===== src/hw/rtl/focus_break_cycle_timer_macros.svh =====
// ----------------------------------------------------------------------------
// focus_break_cycle_timer assertion macros
// shared property wrappers, sampled on clk and disabled while arst_n is low
// ----------------------------------------------------------------------------
`ifndef FOCUS_BREAK_CYCLE_TIMER_MACROS_SVH
`define FOCUS_BREAK_CYCLE_TIMER_MACROS_SVH

// same-cycle implication
`define FBCT_ASSERT_NOW(label, ante, cons) \
	label: assert property (@(posedge clk) disable iff (!arst_n) (ante) |-> (cons)) \
		else $error("fbct: same-cycle check failed");

// next-cycle implication
`define FBCT_ASSERT_NEXT(label, ante, cons) \
	label: assert property (@(posedge clk) disable iff (!arst_n) (ante) |=> (cons)) \
		else $error("fbct: next-cycle check failed");

`endif


===== src/hw/rtl/fbct_pkg.sv =====
// ----------------------------------------------------------------------------
// fbct_pkg
// types, command codes, reset values and helpers of the focus/break timer
// ----------------------------------------------------------------------------
package fbct_pkg;

	localparam int unsigned MS_W    = 24;
	localparam int unsigned TICK_W  = 16;
	localparam int unsigned SET_W   = 4;
	localparam int unsigned DAY_W   = 16;
	localparam int unsigned SEC_W   = 15;
	localparam int unsigned CMD_W   = 3;
	localparam int unsigned CODE_W  = 2;
	localparam int unsigned CFG_IDX_W = 2;

	// command codes
	localparam logic [CMD_W-1:0] CMD_TICK  = 3'd0;
	localparam logic [CMD_W-1:0] CMD_TAP   = 3'd1;
	localparam logic [CMD_W-1:0] CMD_SKIP  = 3'd2;
	localparam logic [CMD_W-1:0] CMD_RESET = 3'd3;
	localparam logic [CMD_W-1:0] CMD_CLEAR = 3'd4;

	// configuration register indexes
	localparam logic [CFG_IDX_W-1:0] REG_FOCUS = 2'd0;
	localparam logic [CFG_IDX_W-1:0] REG_SHORT = 2'd1;
	localparam logic [CFG_IDX_W-1:0] REG_LONG  = 2'd2;
	localparam logic [CFG_IDX_W-1:0] REG_SETS  = 2'd3;

	// phase codes as seen on the result port
	localparam logic [CODE_W-1:0] CODE_IDLE  = 2'd0;
	localparam logic [CODE_W-1:0] CODE_FOCUS = 2'd1;
	localparam logic [CODE_W-1:0] CODE_BREAK = 2'd2;

	localparam logic [MS_W-1:0]  RST_FOCUS_MS = 24'd1500000;
	localparam logic [MS_W-1:0]  RST_SHORT_MS = 24'd300000;
	localparam logic [MS_W-1:0]  RST_LONG_MS  = 24'd900000;
	localparam logic [SET_W-1:0] RST_SETS     = 4'd4;

	localparam logic [SET_W-1:0] SET_MAX = '1;
	localparam logic [DAY_W-1:0] DAY_MAX = '1;

	// ceil(ms / 1000) as ((ms + 999) * RECIP) >> SHIFT, exact below 2**25
	localparam logic [MS_W:0]   SEC_ROUND = 25'd999;
	localparam int unsigned     SEC_SHIFT = 35;
	localparam int unsigned     RECIP_W   = 26;
	localparam logic [RECIP_W-1:0] SEC_RECIP = 26'd34359739;
	localparam int unsigned     PROD_W    = MS_W + 1 + RECIP_W;

	typedef enum logic [2:0] {
		PHASE_IDLE  = 3'b001,
		PHASE_FOCUS = 3'b010,
		PHASE_BREAK = 3'b100
	} phase_t;

	typedef struct packed {
		logic [MS_W-1:0]  focus_len;
		logic [MS_W-1:0]  short_break_ms;
		logic [MS_W-1:0]  long_break_ms;
		logic [SET_W-1:0] sessions_per_set;
	} cfg_t;

	typedef struct packed {
		phase_t           phase;
		logic             paused;
		logic             long_brk;
		logic [MS_W-1:0]  time_left;
		logic [MS_W-1:0]  duration;
		logic [SET_W-1:0] set_pos;
		logic [DAY_W-1:0] day_total;
		logic             ended;
	} stat_t;

	function automatic logic [CODE_W-1:0] phase_code(input phase_t ph);
		logic [CODE_W-1:0] code;
		unique case (ph)
			PHASE_FOCUS: code = CODE_FOCUS;
			PHASE_BREAK: code = CODE_BREAK;
			default:     code = CODE_IDLE;
		endcase
		return code;
	endfunction

endpackage


===== src/hw/rtl/focus_break_cycle_timer.sv =====
// ----------------------------------------------------------------------------
// focus_break_cycle_timer
// idle/focus/break phase timer driven by tick and user command beats
// ----------------------------------------------------------------------------
// One command beat is taken every clock cycle while the result side keeps
// up; each beat gives exactly one result beat, presented on the result port
// after passing the input register, the phase update and the seconds rounding
// register. The whole command update is combinational against the phase
// registers, so nothing limits the rate but out_stall: in_stall rises only
// when all three stages hold beats and the result is held. Register writes
// apply when a phase is next loaded; the running phase keeps its length.
module focus_break_cycle_timer import fbct_pkg::*; (
	input  logic                 clk,
	input  logic                 arst_n,
	input  logic                 cfg_we,
	input  logic [CFG_IDX_W-1:0] cfg_index,
	input  logic [MS_W-1:0]      cfg_data,
	input  logic                 in_valid,
	output logic                 in_stall,
	input  logic [CMD_W-1:0]     command,
	input  logic [TICK_W-1:0]    elapsed_ms,
	output logic                 out_valid,
	input  logic                 out_stall,
	output logic [CODE_W-1:0]    phase_now,
	output logic                 is_paused,
	output logic                 is_long_break,
	output logic [MS_W-1:0]      remaining_ms,
	output logic [SEC_W-1:0]     remaining_seconds,
	output logic [MS_W-1:0]      duration_ms,
	output logic [SET_W-1:0]     set_position,
	output logic [DAY_W-1:0]     sessions_today,
	output logic                 session_ended
);

	cfg_t              cfg_q;
	logic              valid_s1;
	logic [CMD_W-1:0]  cmd_s1;
	logic [TICK_W-1:0] elapsed_s1;
	logic              take_s1;
	logic              adv_s2;
	logic              valid_s2;
	logic              take_s3;
	stat_t             stat;

	always_ff @(posedge clk or negedge arst_n) begin
		if (!arst_n) begin
			cfg_q.focus_len        <= RST_FOCUS_MS;
			cfg_q.short_break_ms   <= RST_SHORT_MS;
			cfg_q.long_break_ms    <= RST_LONG_MS;
			cfg_q.sessions_per_set <= RST_SETS;
		end else if (cfg_we) begin
			unique case (cfg_index)
				REG_FOCUS: cfg_q.focus_len        <= cfg_data;
				REG_SHORT: cfg_q.short_break_ms   <= cfg_data;
				REG_LONG:  cfg_q.long_break_ms    <= cfg_data;
				REG_SETS:  cfg_q.sessions_per_set <= cfg_data[SET_W-1:0];
				default: begin
				end
			endcase
		end
	end

	assign take_s1  = !valid_s1 || adv_s2;
	assign in_stall = !take_s1;

	always_ff @(posedge clk or negedge arst_n) begin
		if (!arst_n) begin
			valid_s1 <= 1'b0;
		end else if (take_s1) begin
			valid_s1 <= in_valid;
		end
	end

	// command beat register
	always_ff @(posedge clk) begin
		if (take_s1 && in_valid) begin
			cmd_s1     <= command;
			elapsed_s1 <= elapsed_ms;
		end
	end

	fbct_core u_core (
		.clk        (clk),
		.arst_n     (arst_n),
		.cfg        (cfg_q),
		.valid_s1   (valid_s1),
		.cmd_s1     (cmd_s1),
		.elapsed_s1 (elapsed_s1),
		.take_s3    (take_s3),
		.adv_s2     (adv_s2),
		.valid_s2   (valid_s2),
		.stat       (stat)
	);

	fbct_out_stage u_out (
		.clk               (clk),
		.arst_n            (arst_n),
		.valid_s2          (valid_s2),
		.stat              (stat),
		.out_stall         (out_stall),
		.take_s3           (take_s3),
		.out_valid         (out_valid),
		.phase_now         (phase_now),
		.is_paused         (is_paused),
		.is_long_break     (is_long_break),
		.remaining_ms      (remaining_ms),
		.remaining_seconds (remaining_seconds),
		.duration_ms       (duration_ms),
		.set_position      (set_position),
		.sessions_today    (sessions_today),
		.session_ended     (session_ended)
	);

endmodule


===== src/hw/rtl/fbct_core.sv =====
// ----------------------------------------------------------------------------
// fbct_core
// phase state registers and the combinational command update
`include "focus_break_cycle_timer_macros.svh"

module fbct_core import fbct_pkg::*; (
	input  logic              clk,
	input  logic              arst_n,
	input  cfg_t              cfg,
	input  logic              valid_s1,
	input  logic [CMD_W-1:0]  cmd_s1,
	input  logic [TICK_W-1:0] elapsed_s1,
	input  logic              take_s3,
	output logic              adv_s2,
	output logic              valid_s2,
	output stat_t             stat
);

	phase_t           phase_q, phase_d;
	logic             pause_q, pause_d;
	logic             long_q, long_d;
	logic [MS_W-1:0]  len_q, len_d;
	logic [MS_W-1:0]  left_q, left_d;
	logic [SET_W-1:0] set_q, set_d;
	logic [DAY_W-1:0] day_q, day_d;
	logic             ended_q, ended_d;
	logic             valid_q;
	logic [MS_W-1:0]  dt;
	logic [SET_W-1:0] set_inc;
	logic             long_next;
	logic             fire;

	assign adv_s2 = !valid_q || take_s3;
	assign fire   = valid_s1 && adv_s2;
	assign dt     = {{(MS_W-TICK_W){1'b0}}, elapsed_s1};
	assign set_inc   = (set_q != SET_MAX) ? set_q + 1'b1 : set_q;
	assign long_next = (set_inc >= cfg.sessions_per_set);

	always_comb begin
		phase_d = phase_q;
		pause_d = pause_q;
		long_d  = long_q;
		len_d   = len_q;
		left_d  = left_q;
		set_d   = set_q;
		day_d   = day_q;
		ended_d = 1'b0;
		unique case (cmd_s1)
			CMD_TICK: begin
				if (phase_q != PHASE_IDLE && !pause_q) begin
					if (left_q <= dt) begin
						ended_d = 1'b1;
						if (phase_q == PHASE_FOCUS) begin
							if (day_q != DAY_MAX) day_d = day_q + 1'b1;
							set_d   = set_inc;
							long_d  = long_next;
							phase_d = PHASE_BREAK;
							pause_d = 1'b0;
							len_d   = long_next ? cfg.long_break_ms : cfg.short_break_ms;
							left_d  = long_next ? cfg.long_break_ms : cfg.short_break_ms;
						end else begin
							if (long_q) begin
								set_d  = '0;
								long_d = 1'b0;
							end
							phase_d = PHASE_IDLE;
							pause_d = 1'b0;
							len_d   = cfg.focus_len;
							left_d  = cfg.focus_len;
						end
					end else begin
						left_d = left_q - dt;
					end
				end
			end
			CMD_TAP: begin
				if (phase_q == PHASE_IDLE) begin
					phase_d = PHASE_FOCUS;
					pause_d = 1'b0;
				end else begin
					pause_d = !pause_q;
				end
			end
			CMD_SKIP: begin
				if (phase_q != PHASE_IDLE) begin
					// a long break abandoned early still closes the set
					if (phase_q == PHASE_BREAK && long_q) begin
						set_d  = '0;
						long_d = 1'b0;
					end
					phase_d = PHASE_IDLE;
					pause_d = 1'b0;
					len_d   = cfg.focus_len;
					left_d  = cfg.focus_len;
				end
			end
			CMD_RESET: begin
				left_d = len_q;
				if (phase_q != PHASE_IDLE) pause_d = 1'b1;
			end
			CMD_CLEAR: begin
				day_d = '0;
			end
			default: begin
			end
		endcase
	end

	always_ff @(posedge clk or negedge arst_n) begin
		if (!arst_n) begin
			phase_q <= PHASE_IDLE;
			pause_q <= 1'b0;
			long_q  <= 1'b0;
			len_q   <= RST_FOCUS_MS;
			left_q  <= RST_FOCUS_MS;
			set_q   <= '0;
			day_q   <= '0;
			ended_q <= 1'b0;
			valid_q <= 1'b0;
		end else begin
			if (adv_s2) valid_q <= valid_s1;
			if (fire) begin
				phase_q <= phase_d;
				pause_q <= pause_d;
				long_q  <= long_d;
				len_q   <= len_d;
				left_q  <= left_d;
				set_q   <= set_d;
				day_q   <= day_d;
				ended_q <= ended_d;
			end
		end
	end

	assign valid_s2       = valid_q;
	assign stat.phase     = phase_q;
	assign stat.paused    = pause_q;
	assign stat.long_brk  = long_q;
	assign stat.time_left = left_q;
	assign stat.duration  = len_q;
	assign stat.set_pos   = set_q;
	assign stat.day_total = day_q;
	assign stat.ended     = ended_q;

	`FBCT_ASSERT_NOW(a_idle_never_paused, phase_q == PHASE_IDLE, !pause_q)
	`FBCT_ASSERT_NOW(a_long_only_in_break, long_q, phase_q == PHASE_BREAK)
	`FBCT_ASSERT_NOW(a_left_within_length, 1'b1, left_q <= len_q)
	`FBCT_ASSERT_NEXT(a_ended_only_on_tick, fire && cmd_s1 != CMD_TICK, !ended_q)

endmodule


===== src/hw/rtl/fbct_out_stage.sv =====
// ----------------------------------------------------------------------------
// fbct_out_stage
// result register with rounding of remaining time to whole seconds
// ----------------------------------------------------------------------------
module fbct_out_stage import fbct_pkg::*; (
	input  logic              clk,
	input  logic              arst_n,
	input  logic              valid_s2,
	input  stat_t             stat,
	input  logic              out_stall,
	output logic              take_s3,
	output logic              out_valid,
	output logic [CODE_W-1:0] phase_now,
	output logic              is_paused,
	output logic              is_long_break,
	output logic [MS_W-1:0]   remaining_ms,
	output logic [SEC_W-1:0]  remaining_seconds,
	output logic [MS_W-1:0]   duration_ms,
	output logic [SET_W-1:0]  set_position,
	output logic [DAY_W-1:0]  sessions_today,
	output logic              session_ended
);

	logic              valid_s3;
	logic [MS_W:0]     num;
	logic [PROD_W-1:0] prod;

	// ceiling divide by 1000 through a reciprocal multiply
	assign num  = {1'b0, stat.time_left} + SEC_ROUND;
	assign prod = {{RECIP_W{1'b0}}, num} * {{(MS_W+1){1'b0}}, SEC_RECIP};

	assign take_s3 = !valid_s3 || !out_stall;

	always_ff @(posedge clk or negedge arst_n) begin
		if (!arst_n) begin
			valid_s3 <= 1'b0;
		end else if (take_s3) begin
			valid_s3 <= valid_s2;
		end
	end

	always_ff @(posedge clk) begin
		if (take_s3 && valid_s2) begin
			phase_now         <= phase_code(stat.phase);
			is_paused         <= stat.paused;
			is_long_break     <= stat.long_brk;
			remaining_ms      <= stat.time_left;
			remaining_seconds <= prod[SEC_SHIFT+SEC_W-1:SEC_SHIFT];
			duration_ms       <= stat.duration;
			set_position      <= stat.set_pos;
			sessions_today    <= stat.day_total;
			session_ended     <= stat.ended;
		end
	end

	assign out_valid = valid_s3;

endmodule


===== config.mk =====
export PLATFORM = sky130hd
export DESIGN_NAME = focus_break_cycle_timer
export DESIGN_NICKNAME = d
export VERILOG_FILES = /design/src/hw/rtl/fbct_pkg.sv /design/src/hw/rtl/focus_break_cycle_timer.sv /design/src/hw/rtl/fbct_core.sv /design/src/hw/rtl/fbct_out_stage.sv
export VERILOG_INCLUDE_DIRS = /design/src /design/src/hw/rtl
export SDC_FILE = /design/constraint.sdc
export NUM_CORES = 1
export LEC_CHECK = 0
export BUFFER_PORTS_ARGS = -buffer_cell sky130_fd_sc_hd__buf_4
export CAP_MARGIN = 20
export CORE_MARGIN = 1
export CORE_UTILIZATION = 40
export CTS_CLUSTER_DIAMETER = 30
export CTS_CLUSTER_SIZE = 14
export DETAILED_ROUTE_END_ITERATION = 12
export GPL_ROUTABILITY_DRIVEN = 0
export GPL_TIMING_DRIVEN = 0
export PLACE_DENSITY = 0.57
export SYNTH_ARGS = -nofsm -noshare
export SYNTH_HDL_FRONTEND = slang
export SYNTH_SLANG_ARGS = --single-unit

===== constraint.sdc =====
create_clock -name clk -period 10.34 [get_ports clk]
set_input_delay 1.551 -clock clk [delete_from_list [all_inputs] [get_ports clk]]
set_output_delay 1.551 -clock clk [all_outputs]
set_load 0.01 [all_outputs]

==> results.json <==
{
  "fp.dieH_um": 238,
  "crit_top_cell": "fa_1",
  "cp_max_fo": 11,
  "fillers": 5074,
  "initial_core_util": 0.404,
  "hold_viol_final": 0,
  "path_clk_slew_ps": 50,
  "grt_pass1_vias": 16772,
  "grt.overflow.total": 0,
  "die_area_mm2": 0.0565,
  "grt_start_max_net_pins": 89,
  "synth_ff_type": "edfxtp_1",
  "synth_area_leaders": "fa_1 (19%), ha_1 (15%), edfxtp_1 (14%)",
  "drt-pass1-iter-count": 5,
  "finalSetupTns_ps": 0,
  "yosysWarnings": 0,
  "hold_class": "flip-flop to flip-flop",
  "critPathLaunchType": "flip-flop",
  "syn_to_final_growth_pct": 19.6,
  "pre_cts_slack_ps": 563,
  "timing.slew.headroom": 0.280,
  "reg2reg_slack_ps": 630,
  "layout_setup_ws_ps": 629,
  "worstMarginPinSlew_ps": 1050,
  "antenna_found_initial": 3,
  "holdBufCountCts": 0,
  "cts_buffers": 60,
  "period_minus_slack_ps": 9710,
  "final_core_utilization": 0.484,
  "ctsResizeCount": 0,
  "grt_first_pass_wirelength_um": 93700,
  "arrival_ps": 10080,
  "cts_num_sinks": 260,
  "drt_iter0_drc": 894,
  "io_pins": 140,
  "cts_setup_buffers": 0,
  "endpoint_kind": "flip-flop",
  "die_x_um": 238,
  "drc_errors": 0,
  "rsz0062_at_grt": "false",
  "yosysUniqueCellTypes": 79,
  "holdWs_ps": 450,
  "core_mm2": 0.0550,
  "wire_per_inst_um": 19.5,
  "clock_path_buffers": 3,
  "syn_nets": 2602,
  "cts-root-buf": "clkbuf_16",
  "synth.most_common_cell": "inv_1",
  "seq_area_frac_synth": 0.320,
  "track_usage": 0.217,
  "async_reset_ff_frac": 0.588,
  "clock_latency_ps": 640,
  "min_period_over_period": 0.939,
  "nets": 2818,
  "vias": 15940,
  "cts_tree": "done",
  "crit_path_top_delay_cell": "xnor2_1",
  "fin_worst_skew_ps": 52.6,
  "layout-drive-gt1-share": 0.186,
  "maxSlewViolCount": 0,
  "syn-cell-area_mm2": 0.0222,
  "critPathMaxStageDelay_ps": 700,
  "yosys-top-cells-count": "inv_1 (384), ha_1 (273), fa_1 (208), nand2_1 (116), edfxtp_1 (107)",
  "multiInputGateArea_mm2": 0.0135,
  "port-buffer-count": 139,
  "yosys_register_bits": 260,
  "routed_wirelength_um": 60200,
  "cts_htree_levels": 2,
  "hpwl_um": 49100,
  "drv_cap": 0,
  "synth_area_leader_cell": "fa_1",
  "setup_viol": 0,
  "fmax_mhz": 103,
  "seq_area_mm2": 0.00711,
  "outcome": "completed",
  "rows": 86,
  "detail-route-antenna-nets": 0,
  "synth_edf_count": 107,
  "netlist.area_leader.share": 0.187,
  "syn_avg_cell_area_um2": 10.7,
  "syn-instance-count": 2071,
  "cp_data_required_time_ps": 10710,
  "worstSetupPathType": "flip-flop to flip-flop",
  "vias_per_cell": 5.16
}
layout make-up:
cell class	instances	area share
sequential	260	0.267
clock inverter	45	0.0226
antenna	2	0.000188
multi-input combinational	1369	0.506
buffer	57	0.00960
tap	748	0.0352
inverter	385	0.0543
clock buffer	69	0.0589
timing repair buffer	154	0.0460
layer usage:
| layer | up-vias | global-route usage | part of all wire |
|---|---|---|---|
| met5 | - | 0 | 0 |
| met4 | 0 | 0.0868 | 0.034 |
| met3 | 103 | 0.0367 | 0.053 |
| met2 | 420 | 0.360 | 0.48 |
| met1 | 7919 | 0.280 | 0.43 |
| li1 | 7498 | - | - |
metrics by stage:
stage                     cells  cell area, µm²
final                      3089           26600
after global routing       3089           26600
after CTS                  3083           26600
after detailed placement   2969           24400
after global placement     2958           24200
after floorplan            2071           22200
cells in the final DEF (no fill, tap or decap), types with 7 or more instances in the layout:
| cell type | n |
|---|---|
| a211oi_1 | 14 |
| a21o_1 | 19 |
| a21oi_1 | 82 |
| a22o_1 | 7 |
| a31oi_1 | 28 |
| and2_1 | 8 |
| and3_1 | 9 |
| buf_2 | 12 |
| buf_4 | 151 |
| bufinv_16 | 10 |
| clkbuf_1 | 41 |
| clkbuf_16 | 60 |
| clkinv_2 | 11 |
| clkinv_4 | 7 |
| clkinvlp_4 | 10 |
| dfrtp_1 | 102 |
| dfstp_2 | 51 |
| edfxtp_1 | 107 |
| fa_1 | 208 |
| ha_1 | 273 |
| inv_1 | 384 |
| mux2_2 | 85 |
| mux2i_1 | 48 |
| nand2_1 | 116 |
| nand2b_1 | 14 |
| nand3_1 | 31 |
| nand4_1 | 19 |
| nor2_1 | 94 |
| nor2b_1 | 8 |
| nor3_1 | 31 |
| nor3b_1 | 9 |
| o21a_1 | 11 |
| o21ai_0 | 66 |
| o31ai_1 | 10 |
| or3_1 | 15 |
| or4_1 | 9 |
| xnor2_1 | 36 |
| xor2_1 | 14 |
critical path, delay by kind of cell (launching register included):
kind            cells  cell delay [ps]
flops               1              480
simple gates        7             1260
compound gates      5             1870
fa+ha+maj           9             4150
buf+inv             5              860
xor+xnor            2              850
flip-flops by register name (all words and copies together) (netlist names), 15 cells and up:
register                 cells
elapsed_s1                  16
cfg_q                       76
u_core.day_q                16
u_core.left_q               24
u_out.remaining_seconds     15
u_out.sessions_today        16
u_core.len_q                24
u_out.remaining_ms          24
u_out.duration_ms           24
cells by family after synthesis:
| logic type | count (synthesis) | share of synthesized area |
|---|---|---|
| DFF | 260 | 0.320 |
| xor gates and xnor gates | 52 | 0.0205 |
| AOI/OAI and AO/OA | 316 | 0.0931 |
| muxes | 134 | 0.0652 |
| and+or+nand+nor | 386 | 0.0845 |
| buffers and inverters | 442 | 0.0765 |
| adders and majority gates | 481 | 0.341 |
worst paths after layout:
path                       cells past startpoint         startpoint                          end
setup / recovery                              28   u_core.left_q[0]  u_out.remaining_seconds[13]
hold / removal                                 0  u_core.left_q[21]       u_out.remaining_ms[21]
setup reg to reg                              28   u_core.left_q[0]  u_out.remaining_seconds[13]
hold reg to reg                                0  u_core.left_q[21]       u_out.remaining_ms[21]
max in group asynchronous                      2             arst_n             u_core.len_q[20]
min in group asynchronous                      1             arst_n              u_core.set_q[0]
Power is left out: the tool's default activity adds up to more than one toggle a clock period on the data nets, which glitch-free logic cannot reach.
